$ cat config.mk
export PLATFORM = sky130hd
export DESIGN_NAME = brush_isovalue_top
export DESIGN_NICKNAME = d
export VERILOG_FILES = /design/src/rtl/core/biso_pkg.sv /design/src/rtl/core/biso_sqrt.sv /design/src/rtl/core/brush_isovalue_top.sv
export SDC_FILE = /design/constraint.sdc
export NUM_CORES = 2
export LEC_CHECK = 0
export ABC_AREA = 0
export BUFFER_PORTS_ARGS = -buffer_cell sky130_fd_sc_hd__buf_2
export CELL_PAD_IN_SITES_DETAIL_PLACEMENT = 0
export CELL_PAD_IN_SITES_GLOBAL_PLACEMENT = 1
export CORE_UTILIZATION = 53
export CTS_BUF_LIST = sky130_fd_sc_hd__clkbuf_16
export DETAILED_ROUTE_END_ITERATION = 10
export GPL_TIMING_DRIVEN = 0
export PLACE_DENSITY = 0.88
export SLEW_MARGIN = 20
export SYNTH_ARGS = -nofsm -noshare
export SYNTH_HDL_FRONTEND = slang
export SYNTH_SLANG_ARGS = --single-unit
$ cat constraint.sdc
create_clock -name clk -period 7.8 [get_ports clk]
set_clock_uncertainty 0.15 [all_clocks]
set_input_delay 0.39 -clock clk [delete_from_list [all_inputs] [get_ports clk]]
set_output_delay 0.39 -clock clk [all_outputs]
set_load 0.02 [all_outputs]
$ cat src/rtl/core/biso_pkg.sv
// Shared types and constants of the brush isovalue block.
package biso_pkg;

  // Register indexes on the configuration port
  localparam logic [2:0] REG_FORM_MODE    = 3'd0;
  localparam logic [2:0] REG_CENTER_X     = 3'd1;
  localparam logic [2:0] REG_CENTER_Y     = 3'd2;
  localparam logic [2:0] REG_CENTER_Z     = 3'd3;
  localparam logic [2:0] REG_BRUSH_RADIUS = 3'd4;
  localparam logic [2:0] REG_GAIN         = 3'd5;

  // Brush forms
  localparam logic FORM_SPHERE = 1'b0;
  localparam logic FORM_BOX    = 1'b1;

  // Result codes
  localparam logic signed [7:0] ISO_MAX    = 8'sd127;
  localparam logic signed [7:0] ISO_MIN    = -8'sd127;
  localparam logic signed [7:0] ISO_BOX_IN = -8'sd1;
  localparam logic signed [7:0] ISO_ZERO   = 8'sd0;

  // Far limit on any axis offset, as a bit position in Q.4
  localparam int FAR_BIT = 22;

  // Per-item side flags that travel beside the square-root datapath
  typedef struct packed {
    logic box;     // box form selected
    logic in_box;  // strictly inside the box on all axes
    logic far;     // some axis offset reached the far limit
  } biso_flags_t;

endpackage

$ cat src/rtl/core/biso_sqrt.sv
// Pipelined integer square root, one result bit per register stage.
module biso_sqrt import biso_pkg::*; #(
  parameter int RAD_BITS = 42,
  localparam int ROOT_BITS = RAD_BITS / 2
) (
  input  logic                 clk,
  input  logic                 rst,
  input  logic                 in_valid,
  input  logic [RAD_BITS-1:0]  rad,
  input  biso_flags_t          in_flags,
  output logic                 in_ready,
  output logic                 out_valid,
  output logic [ROOT_BITS-1:0] root,
  output biso_flags_t          out_flags,
  input  logic                 out_ready
);

  logic                 v      [ROOT_BITS];
  logic [RAD_BITS-1:0]  rad_q  [ROOT_BITS];
  logic [ROOT_BITS:0]   rem_q  [ROOT_BITS];
  logic [ROOT_BITS-1:0] root_q [ROOT_BITS];
  biso_flags_t          flg_q  [ROOT_BITS];
  logic                 rdy    [ROOT_BITS+1];

  assign rdy[ROOT_BITS] = out_ready;
  assign in_ready       = rdy[0];

  for (genvar j = 0; j < ROOT_BITS; j++) begin : g_stage
    logic                 prev_v;
    logic [RAD_BITS-1:0]  prev_rad;
    logic [ROOT_BITS:0]   prev_rem;
    logic [ROOT_BITS-1:0] prev_root;
    biso_flags_t          prev_flg;
    logic [ROOT_BITS+2:0] cat;
    logic [ROOT_BITS+2:0] trial;
    logic [ROOT_BITS+2:0] diff;
    logic                 ge;

    if (j == 0) begin : g_first
      assign prev_v    = in_valid;
      assign prev_rad  = rad;
      assign prev_rem  = '0;
      assign prev_root = '0;
      assign prev_flg  = in_flags;
    end else begin : g_next
      assign prev_v    = v[j-1];
      assign prev_rad  = rad_q[j-1];
      assign prev_rem  = rem_q[j-1];
      assign prev_root = root_q[j-1];
      assign prev_flg  = flg_q[j-1];
    end

    // Bring down the next two radicand bits and try the next root bit
    assign cat   = {prev_rem, prev_rad[RAD_BITS-1 -: 2]};
    assign trial = {1'b0, prev_root, 2'b01};
    assign ge    = (cat >= trial);
    assign diff  = cat - trial;
    assign rdy[j] = !v[j] || rdy[j+1];

    always_ff @(posedge clk) begin
      if (rst) begin
        v[j] <= 1'b0;
      end else if (rdy[j]) begin
        v[j] <= prev_v;
      end
    end

    always_ff @(posedge clk) begin
      if (rdy[j]) begin
        rad_q[j]  <= prev_rad << 2;
        rem_q[j]  <= ge ? diff[ROOT_BITS:0] : cat[ROOT_BITS:0];
        root_q[j] <= (prev_root << 1) | ROOT_BITS'(ge);
        flg_q[j]  <= prev_flg;
      end
    end
  end

  assign out_valid = v[ROOT_BITS-1];
  assign root      = root_q[ROOT_BITS-1];
  assign out_flags = flg_q[ROOT_BITS-1];

endmodule

$ cat src/rtl/core/brush_isovalue_top.sv
// Top level of the brush isovalue block: config registers and sample pipeline.
//
// Use: program the brush through the write port (cfg_we, cfg_index, cfg_data)
// while no sample is in flight, then stream sample points px/py/pz on the
// input channel. Each transfer yields exactly one isovalue iso on the output
// channel, in order. A transfer happens on a rising edge with valid high and
// stall low.
// Sphere form: iso = (floor distance - radius) * gain, truncated toward zero
// and saturated to -127..127. Box form: -1 strictly inside the cube, else 127.
// Throughput: one sample per cycle while out_stall is low. Depth:
// min(COORD_BITS,22)+13 register stages (29 at COORD_BITS = 16). The square
// root sets the depth with one root bit per stage (min(COORD_BITS,22)+5
// stages); offsets, magnitudes, squares, sum, radius subtraction, gain
// multiply and truncation take one stage each, then the output register.
// Reset (rst, synchronous) empties every stage and the output register and
// loads the register reset values; gain resets to all ones.
// When the receiver stalls, the result holds in the output register while
// each upstream stage keeps filling until it meets a held item, so in_stall
// rises only once the whole pipeline is full.
module brush_isovalue_top import biso_pkg::*; #(
  parameter int COORD_BITS = 16,
  localparam int CFG_BITS = (COORD_BITS > 16) ? COORD_BITS : 16
) (
  input  logic                         clk,
  input  logic                         rst,
  // configuration write port
  input  logic                         cfg_we,
  input  logic [2:0]                   cfg_index,
  input  logic [CFG_BITS-1:0]          cfg_data,
  // sample input channel
  input  logic                         in_valid,
  output logic                         in_stall,
  input  logic signed [COORD_BITS-1:0] px,
  input  logic signed [COORD_BITS-1:0] py,
  input  logic signed [COORD_BITS-1:0] pz,
  // isovalue output channel
  output logic                         out_valid,
  input  logic                         out_stall,
  output logic signed [7:0]            iso
);

  localparam int N         = COORD_BITS;
  // magnitude bits kept for the squares; larger offsets are far anyway
  localparam int MAG_BITS  = (N > FAR_BIT) ? FAR_BIT : N;
  localparam int CMP_BITS  = (N > 16) ? N : 16;
  localparam int SUM_BITS  = 2 * MAG_BITS + 2;
  localparam int RAD_BITS  = SUM_BITS + 8;
  localparam int ROOT_BITS = RAD_BITS / 2;
  localparam int DIFF_BITS = ((ROOT_BITS > 20) ? ROOT_BITS : 20) + 1;
  localparam int PROD_BITS = DIFF_BITS + 17;
  localparam int Q_BITS    = PROD_BITS - 16;

  localparam logic signed [Q_BITS-1:0] Q_MAX = Q_BITS'(ISO_MAX);
  localparam logic signed [Q_BITS-1:0] Q_MIN = Q_BITS'(ISO_MIN);

  // ---------------------------------------------------------------- registers
  logic                 form_mode;
  logic signed [N-1:0]  center_x;
  logic signed [N-1:0]  center_y;
  logic signed [N-1:0]  center_z;
  logic [15:0]          brush_radius;
  logic [15:0]          gain;

  always_ff @(posedge clk) begin
    if (rst) begin
      form_mode    <= FORM_SPHERE;
      center_x     <= '0;
      center_y     <= '0;
      center_z     <= '0;
      brush_radius <= '0;
      gain         <= 16'hFFFF;
    end else if (cfg_we) begin
      case (cfg_index)
        REG_FORM_MODE:    form_mode    <= cfg_data[0];
        REG_CENTER_X:     center_x     <= cfg_data[N-1:0];
        REG_CENTER_Y:     center_y     <= cfg_data[N-1:0];
        REG_CENTER_Z:     center_z     <= cfg_data[N-1:0];
        REG_BRUSH_RADIUS: brush_radius <= cfg_data[15:0];
        REG_GAIN:         gain         <= cfg_data[15:0];
        default: ;  // drop writes to unknown indexes
      endcase
    end
  end

  // ------------------------------------------------------------ ready chain
  // A stage loads when it is empty or its item moves on in the same cycle.
  logic rdy1, rdy2, rdy3, rdy4, rdy5, rdy6, rdy7, rdy_out;
  logic v1, v2, v3, v4, v5, v6, v7;
  logic sq_in_ready;
  logic sq_valid;

  assign rdy_out  = !out_valid || !out_stall;
  assign rdy7     = !v7 || rdy_out;
  assign rdy6     = !v6 || rdy7;
  assign rdy5     = !v5 || rdy6;
  assign rdy4     = !v4 || sq_in_ready;
  assign rdy3     = !v3 || rdy4;
  assign rdy2     = !v2 || rdy3;
  assign rdy1     = !v1 || rdy2;
  assign in_stall = !rdy1;

  always_ff @(posedge clk) begin
    if (rst) begin
      v1        <= 1'b0;
      v2        <= 1'b0;
      v3        <= 1'b0;
      v4        <= 1'b0;
      v5        <= 1'b0;
      v6        <= 1'b0;
      v7        <= 1'b0;
      out_valid <= 1'b0;
    end else begin
      if (rdy1)    v1        <= in_valid;
      if (rdy2)    v2        <= v1;
      if (rdy3)    v3        <= v2;
      if (rdy4)    v4        <= v3;
      if (rdy5)    v5        <= sq_valid;
      if (rdy6)    v6        <= v5;
      if (rdy7)    v7        <= v6;
      if (rdy_out) out_valid <= v7;
    end
  end

  // ------------------------------------------------- stage 1: axis offsets
  logic signed [N:0] s1_d [3];
  logic              s1_box;

  always_ff @(posedge clk) begin
    if (rdy1) begin
      s1_d[0] <= (N+1)'(px) - (N+1)'(center_x);
      s1_d[1] <= (N+1)'(py) - (N+1)'(center_y);
      s1_d[2] <= (N+1)'(pz) - (N+1)'(center_z);
      s1_box  <= (form_mode == FORM_BOX);
    end
  end

  // -------------------------------- stage 2: magnitudes, far and box tests
  logic [N-1:0] mag      [3];
  logic [2:0]   axis_in;
  logic [2:0]   axis_far;
  logic [N:0]   neg_d    [3];

  always_comb begin
    for (int a = 0; a < 3; a++) begin
      neg_d[a]   = -s1_d[a];
      mag[a]     = s1_d[a][N] ? neg_d[a][N-1:0] : s1_d[a][N-1:0];
      // strictly inside on this axis when |offset| < half-size
      axis_in[a] = (CMP_BITS'(mag[a]) < CMP_BITS'(brush_radius));
    end
  end

  if (N > FAR_BIT) begin : g_far
    always_comb begin
      for (int a = 0; a < 3; a++) begin
        axis_far[a] = |mag[a][N-1:FAR_BIT];
      end
    end
  end else begin : g_near
    assign axis_far = '0;
  end

  logic [MAG_BITS-1:0] s2_mag [3];
  biso_flags_t         s2_flg;

  always_ff @(posedge clk) begin
    if (rdy2) begin
      for (int a = 0; a < 3; a++) begin
        s2_mag[a] <= mag[a][MAG_BITS-1:0];
      end
      s2_flg.box    <= s1_box;
      s2_flg.in_box <= &axis_in;
      s2_flg.far    <= |axis_far;
    end
  end

  // ------------------------------------------------------ stage 3: squares
  logic [2*MAG_BITS-1:0] s3_sq [3];
  biso_flags_t           s3_flg;

  always_ff @(posedge clk) begin
    if (rdy3) begin
      for (int a = 0; a < 3; a++) begin
        s3_sq[a] <= s2_mag[a] * s2_mag[a];
      end
      s3_flg <= s2_flg;
    end
  end

  // ---------------------------------------------------------- stage 4: sum
  logic [SUM_BITS-1:0] s4_sum;
  biso_flags_t         s4_flg;

  always_ff @(posedge clk) begin
    if (rdy4) begin
      s4_sum <= SUM_BITS'(s3_sq[0]) + SUM_BITS'(s3_sq[1]) + SUM_BITS'(s3_sq[2]);
      s4_flg <= s3_flg;
    end
  end

  // ------------------------------------- square root of sum in Q.8, floored
  logic [ROOT_BITS-1:0] sq_root;
  biso_flags_t          sq_flg;

  biso_sqrt #(
    .RAD_BITS (RAD_BITS)
  ) u_sqrt (
    .clk       (clk),
    .rst       (rst),
    .in_valid  (v4),
    .rad       ({s4_sum, 8'd0}),
    .in_flags  (s4_flg),
    .in_ready  (sq_in_ready),
    .out_valid (sq_valid),
    .root      (sq_root),
    .out_flags (sq_flg),
    .out_ready (rdy5)
  );

  // ------------------------------------- stage 5: distance minus radius, Q.8
  logic signed [DIFF_BITS-1:0] s5_diff;
  biso_flags_t                 s5_flg;

  always_ff @(posedge clk) begin
    if (rdy5) begin
      s5_diff <= $signed(DIFF_BITS'(sq_root) - DIFF_BITS'({brush_radius, 4'd0}));
      s5_flg  <= sq_flg;
    end
  end

  // ------------------------------------------------ stage 6: gain, Q.16
  logic signed [PROD_BITS-1:0] s6_prod;
  biso_flags_t                 s6_flg;

  always_ff @(posedge clk) begin
    if (rdy6) begin
      s6_prod <= s5_diff * $signed({1'b0, gain});
      s6_flg  <= s5_flg;
    end
  end

  // ---------------------------------- stage 7: truncate toward zero to integer
  logic signed [PROD_BITS-1:0] biased;
  logic signed [Q_BITS-1:0]    s7_q;
  biso_flags_t                 s7_flg;

  // add 2^16-1 to negative products so the arithmetic shift rounds toward zero
  assign biased = s6_prod + $signed({{(PROD_BITS-16){1'b0}}, {16{s6_prod[PROD_BITS-1]}}});

  always_ff @(posedge clk) begin
    if (rdy7) begin
      s7_q   <= biased[PROD_BITS-1:16];
      s7_flg <= s6_flg;
    end
  end

  // ---------------------------------------------- output: select and saturate
  logic signed [7:0] iso_next;

  always_comb begin
    if (s7_flg.box) begin
      iso_next = s7_flg.in_box ? ISO_BOX_IN : ISO_MAX;
    end else if (gain == 16'd0) begin
      iso_next = ISO_ZERO;
    end else if (s7_flg.far) begin
      iso_next = ISO_MAX;
    end else if (s7_q > Q_MAX) begin
      iso_next = ISO_MAX;
    end else if (s7_q < Q_MIN) begin
      iso_next = ISO_MIN;
    end else begin
      iso_next = s7_q[7:0];
    end
  end

  always_ff @(posedge clk) begin
    if (rdy_out) begin
      iso <= iso_next;
    end
  end

endmodule

==> run_summary.xml <==
<?xml version="1.0" encoding="UTF-8"?>
<metrics>
  <group name="floorplanning">
    <metric name="die-area" unit="um^2">191000</metric>
    <metric name="chipHeight" unit="um">437</metric>
    <metric name="fp.coreArea" unit="um^2">188000</metric>
    <metric name="core.rowCount" unit="">159</metric>
    <metric name="start_util" unit="%">53.4</metric>
    <metric name="die_width" unit="um">437</metric>
    <metric name="floorplan.io_pins" unit="">82</metric>
  </group>
  <group name="finish">
    <metric name="nNetsFinal" unit="">11100</metric>
    <metric name="final_cell_mix" unit="">inv_1 (1564), edfxtp_1 (1306), fa_1 (884)</metric>
    <metric name="utilization" unit="%">58.5</metric>
    <metric name="fraction_of_layout_cells_with_a_size_suffix_above_1" unit="%">5.30</metric>
    <metric name="syn_to_final_growth" unit="%">9.44</metric>
    <metric name="most_common_cell_after_layout_fill_and_taps_aside" unit="">inv_1</metric>
  </group>
  <group name="sta">
    <metric name="max_slew_margin" unit="%">25.3</metric>
    <metric name="unrepaired_setup_endpoints_after_global_routing" unit="">no</metric>
    <metric name="fmaxAchievable" unit="MHz">131</metric>
    <metric name="min_period_over_period" unit="%">97.7</metric>
    <metric name="finalSetupViolCount" unit="">0</metric>
    <metric name="minimum_period_implied_by_the_final_worst_setup_slack" unit="ns">7.62</metric>
    <metric name="slew_viol_final" unit="">0</metric>
    <metric name="timing_hold_violations_final" unit="">0</metric>
    <metric name="worst-slew-pin-transition" unit="ns">1.11</metric>
  </group>
  <group name="grt">
    <metric name="antenna_found_initial" unit="">33</metric>
    <metric name="grt_pass1_vias" unit="">67800</metric>
    <metric name="grt_max_degree" unit="">65</metric>
    <metric name="grt_remaining_overflow" unit="">0</metric>
    <metric name="wire_length_of_the_first_global_routing_pass" unit="mm">370</metric>
    <metric name="global_route.usage.total" unit="%">24.8</metric>
  </group>
  <group name="detailed_routing">
    <metric name="vias_per_cell" unit="">5.49</metric>
    <metric name="wirelength" unit="mm">235</metric>
    <metric name="firstDrtPassIters" unit="">9</metric>
    <metric name="detail_route.iter0.violations" unit="">4523</metric>
    <metric name="vias" unit="">65900</metric>
    <metric name="post_drt_wl_per_cell" unit="um">19.5</metric>
    <metric name="drc" unit="">12</metric>
    <metric name="antenna_violating_nets_post_route" unit="">0</metric>
  </group>
  <group name="critical_path">
    <metric name="cp_slowest_stage_delay" unit="ns">0.58</metric>
    <metric name="crit_path_end_kind" unit="">register</metric>
    <metric name="timing.critical_path.cells" unit="">clkbuf_2 &gt; and2_1 &gt; fa_1 &gt; fa_1 &gt; fa_1 &gt; fa_1 &gt; fa_1 &gt; inv_1 &gt; fa_1 &gt; inv_1 &gt; ha_1 &gt; a21o_1 &gt; a21o_1 &gt; a21oi_1 &gt; o21bai_1 &gt; a211oi_2 &gt; o31ai_1 &gt; a2111oi_2 &gt; nor2b_1 &gt; a31o_1 &gt; a311o_1</metric>
    <metric name="crit_path_frequent_cell" unit="">fa_1</metric>
    <metric name="critPathLaunch" unit="">gain[12]</metric>
    <metric name="reg2reg_slack" unit="ns">0.18</metric>
    <metric name="critical_path_class" unit="">reg2reg</metric>
    <metric name="critical_path.reg2reg.endpoint" unit="">s6_prod[37]</metric>
    <metric name="critical_path.slowest_cell" unit="">dfxtp_1</metric>
    <metric name="critPathLaunchType" unit="">register</metric>
    <metric name="ff2ff_path_depth" unit="">21</metric>
    <metric name="crit_arrival" unit="ns">7.98</metric>
    <metric name="cp_num_buf_inv" unit="">3</metric>
    <metric name="worst_r2r_startpoint" unit="">gain[12]</metric>
    <metric name="worstPathMaxFanout" unit="">10</metric>
    <metric name="critPathTopFamily" unit="">adder cells</metric>
    <metric name="cp_data_required_time" unit="ns">8.17</metric>
  </group>
  <group name="run_status">
    <metric name="status" unit="">complete, but fails checks</metric>
    <metric name="failed_checks" unit="">design-rule violations</metric>
  </group>
  <group name="clocking">
    <metric name="cts_tree" unit="">yes</metric>
    <metric name="ctsRootBufferMaster" unit="">clkbuf_16</metric>
    <metric name="clock_edge_transition_at_the_registers_on_the_reported_setup_and_hold_paths" unit="ns">0.07</metric>
    <metric name="clock_sink_count" unit="">1395</metric>
    <metric name="ctsHtreeMaxLevel" unit="">4</metric>
    <metric name="cts_buffer_depth" unit="">3</metric>
    <metric name="worstSkewPairLatency" unit="ns">0.79</metric>
    <metric name="cts_buffers" unit="">143</metric>
  </group>
  <group name="logic_synthesis">
    <metric name="post_syn_nets" unit="">10800</metric>
    <metric name="syn-instance-count" unit="">9092</metric>
    <metric name="yosysSeqAreaShare" unit="%">40.8</metric>
    <metric name="synth.avg_cell_area" unit="um^2">11.0</metric>
    <metric name="netlist-cell-type-count" unit="">94</metric>
    <metric name="yosys_most_used_dff" unit="">edfxtp_1</metric>
    <metric name="ys_ff_latch" unit="">1395</metric>
    <metric name="synth_async_sr_flop_share" unit="%">0</metric>
    <metric name="ys.warnings.count" unit="">0</metric>
    <metric name="count_of_flip_flops_with_a_built_in_enable_after_synthesis" unit="">1306</metric>
    <metric name="syn_area" unit="um^2">100000</metric>
  </group>
  <group name="min_path">
    <metric name="hold_depth" unit="">4</metric>
    <metric name="worstHoldStart" unit="">pz[1]</metric>
    <metric name="worstHoldEndpoint" unit="">s1_d[0][35]</metric>
    <metric name="holdCritPathClass" unit="">in2reg</metric>
  </group>
  <group name="placed_design">
    <metric name="place.port_buffers" unit="">80</metric>
    <metric name="globalplace.congestion" unit="">0.933</metric>
    <metric name="dp_hpwl" unit="mm">187</metric>
  </group>
  <group name="flow_run">
    <metric name="maxCapViolCount" unit="">0</metric>
  </group>
</metrics>
==> cell usage after synthesis (all sizes together) (28+ instances only) <==
master | number | area, um^2
inv | 1547 | 5810
edfxtp | 1306 | 39200
fa | 885 | 17700
nand2 | 846 | 3180
ha | 789 | 9870
a21oi | 459 | 2320
nor2 | 422 | 1590
xnor2 | 362 | 3180
and2 | 327 | 2050
o21ai | 238 | 1190
xor2 | 212 | 1860
clkbuf | 183 | 687
a21o | 143 | 1070
nor3 | 136 | 681
nand3 | 114 | 571
nand2b | 102 | 638
dfxtp | 89 | 1780
nor2b | 85 | 532
o21a | 79 | 593
nor4 | 70 | 453
nand4 | 58 | 363
mux2 | 51 | 574
and3 | 50 | 313
o21bai | 46 | 345
or3 | 41 | 262
or2 | 37 | 231
a211oi | 35 | 263
o31ai | 33 | 248
nand3b | 31 | 233
or4 | 30 | 233
a21boi | 28 | 210
==> flip-flops by register name, summed over array words and instances, names as in the netlist, 8 cells and up <==
signal / count
brush_radius: 16
center_x: 16
center_y: 16
center_z: 16
gain: 16
iso: 8
s1_d: 51
s2_mag: 48
s3_sq: 93
s4_sum: 34
s5_diff: 22
s6_prod: 39
s7_q: 23
u_sqrt.flg_q: 42
u_sqrt.rad_q: 272
u_sqrt.rem_q: 409
u_sqrt.root_q: 231
u_sqrt.v: 21
==> worst register-to-register path, cell delays in order (launching register included) <==
cell and delay, ns:
dfxtp_1 0.58, clkbuf_2 0.42, and2_1 0.22, fa_1 0.43, fa_1 0.52, fa_1 0.57, fa_1 0.53, fa_1 0.55
inv_1 0.06, fa_1 0.53, inv_1 0.04, ha_1 0.37, a21o_1 0.18, a21o_1 0.17, a21oi_1 0.21, o21bai_1 0.11
a211oi_2 0.36, o31ai_1 0.13, a2111oi_2 0.39, nor2b_1 0.19, a31o_1 0.28, a311o_1 0.36
==> timing repair <==
item	in CTS	in global routing
endpoints found under the setup margin	5	16
resized for setup	35	78
setup buffers	0	3
hold buffers	46	0
hold endpoints to repair	106	0
pin swaps	0	0
cloned	0	0
==> cell type report <==
class,instances,area [um^2]
Multi-Input combinational cell,5957,53000
Clock buffer,145,3630
Fill cell,15400,78100
Sequential cell,1395,41000
Tap cell,2495,3120
Antenna cell,8,20.0
Inverter,1547,5810
Clock inverter,120,1200
Buffer,191,817
Timing Repair Buffer,148,1290
==> worst max path at each step <==
stage                        end  slack (ns)  cells past startpoint
floorplan            s6_prod[37]        0.92                     22
global placement     s6_prod[38]       -0.57                     21
detailed placement   s6_prod[38]       -0.59                     21
CTS                  s6_prod[37]       -0.05                     22
global route        s3_sq[0][63]      0.0002                     21
finish               s6_prod[37]        0.18                     21
==> through the flow <==
step	setup TNS (ns)	hold WS, ns	cell area [um^2]	worst slack [ns]	std cells
final	0	0.0386	110000	0.183	12000
after detailed placement	-1.40	0.255	104000	-0.594	11700
after global routing	0	0.0398	110000	0.000165	12000
after floorplan	0	0.250	100000	0.923	9092
after global placement	-1.39	0.252	104000	-0.566	11700
after CTS	-0.0514	0.00322	110000	-0.0514	12000
==> routing by layer <==
layer / track usage [%] / wire [um] / up-vias
met5: 0 / 0 / -
met4: 8.78 / 8820 / 0
met3: 3.24 / 11600 / 463
met2: 44.5 / 120000 / 1689
met1: 30.6 / 93900 / 32700
li1: - / - / 31000
==> cell families (layout without fill, tap and decap cells) <==
logic type	after synthesis	count (layout)	synth area share, %
buffers and inverters	1740	2151	6.52
AOI/OAI and AO/OA	1242	1242	7.75
xor gates and xnor gates	574	574	5.01
and+or+nand+nor	2411	2411	11.8
DFF	1395	1395	40.8
muxes	55	55	0.612
adders and majority gates	1674	1674	27.5
other	1	9	0.00373
Power is not shown: default switching activity piles up to over one toggle a cycle in this logic, so the estimate is an artifact.
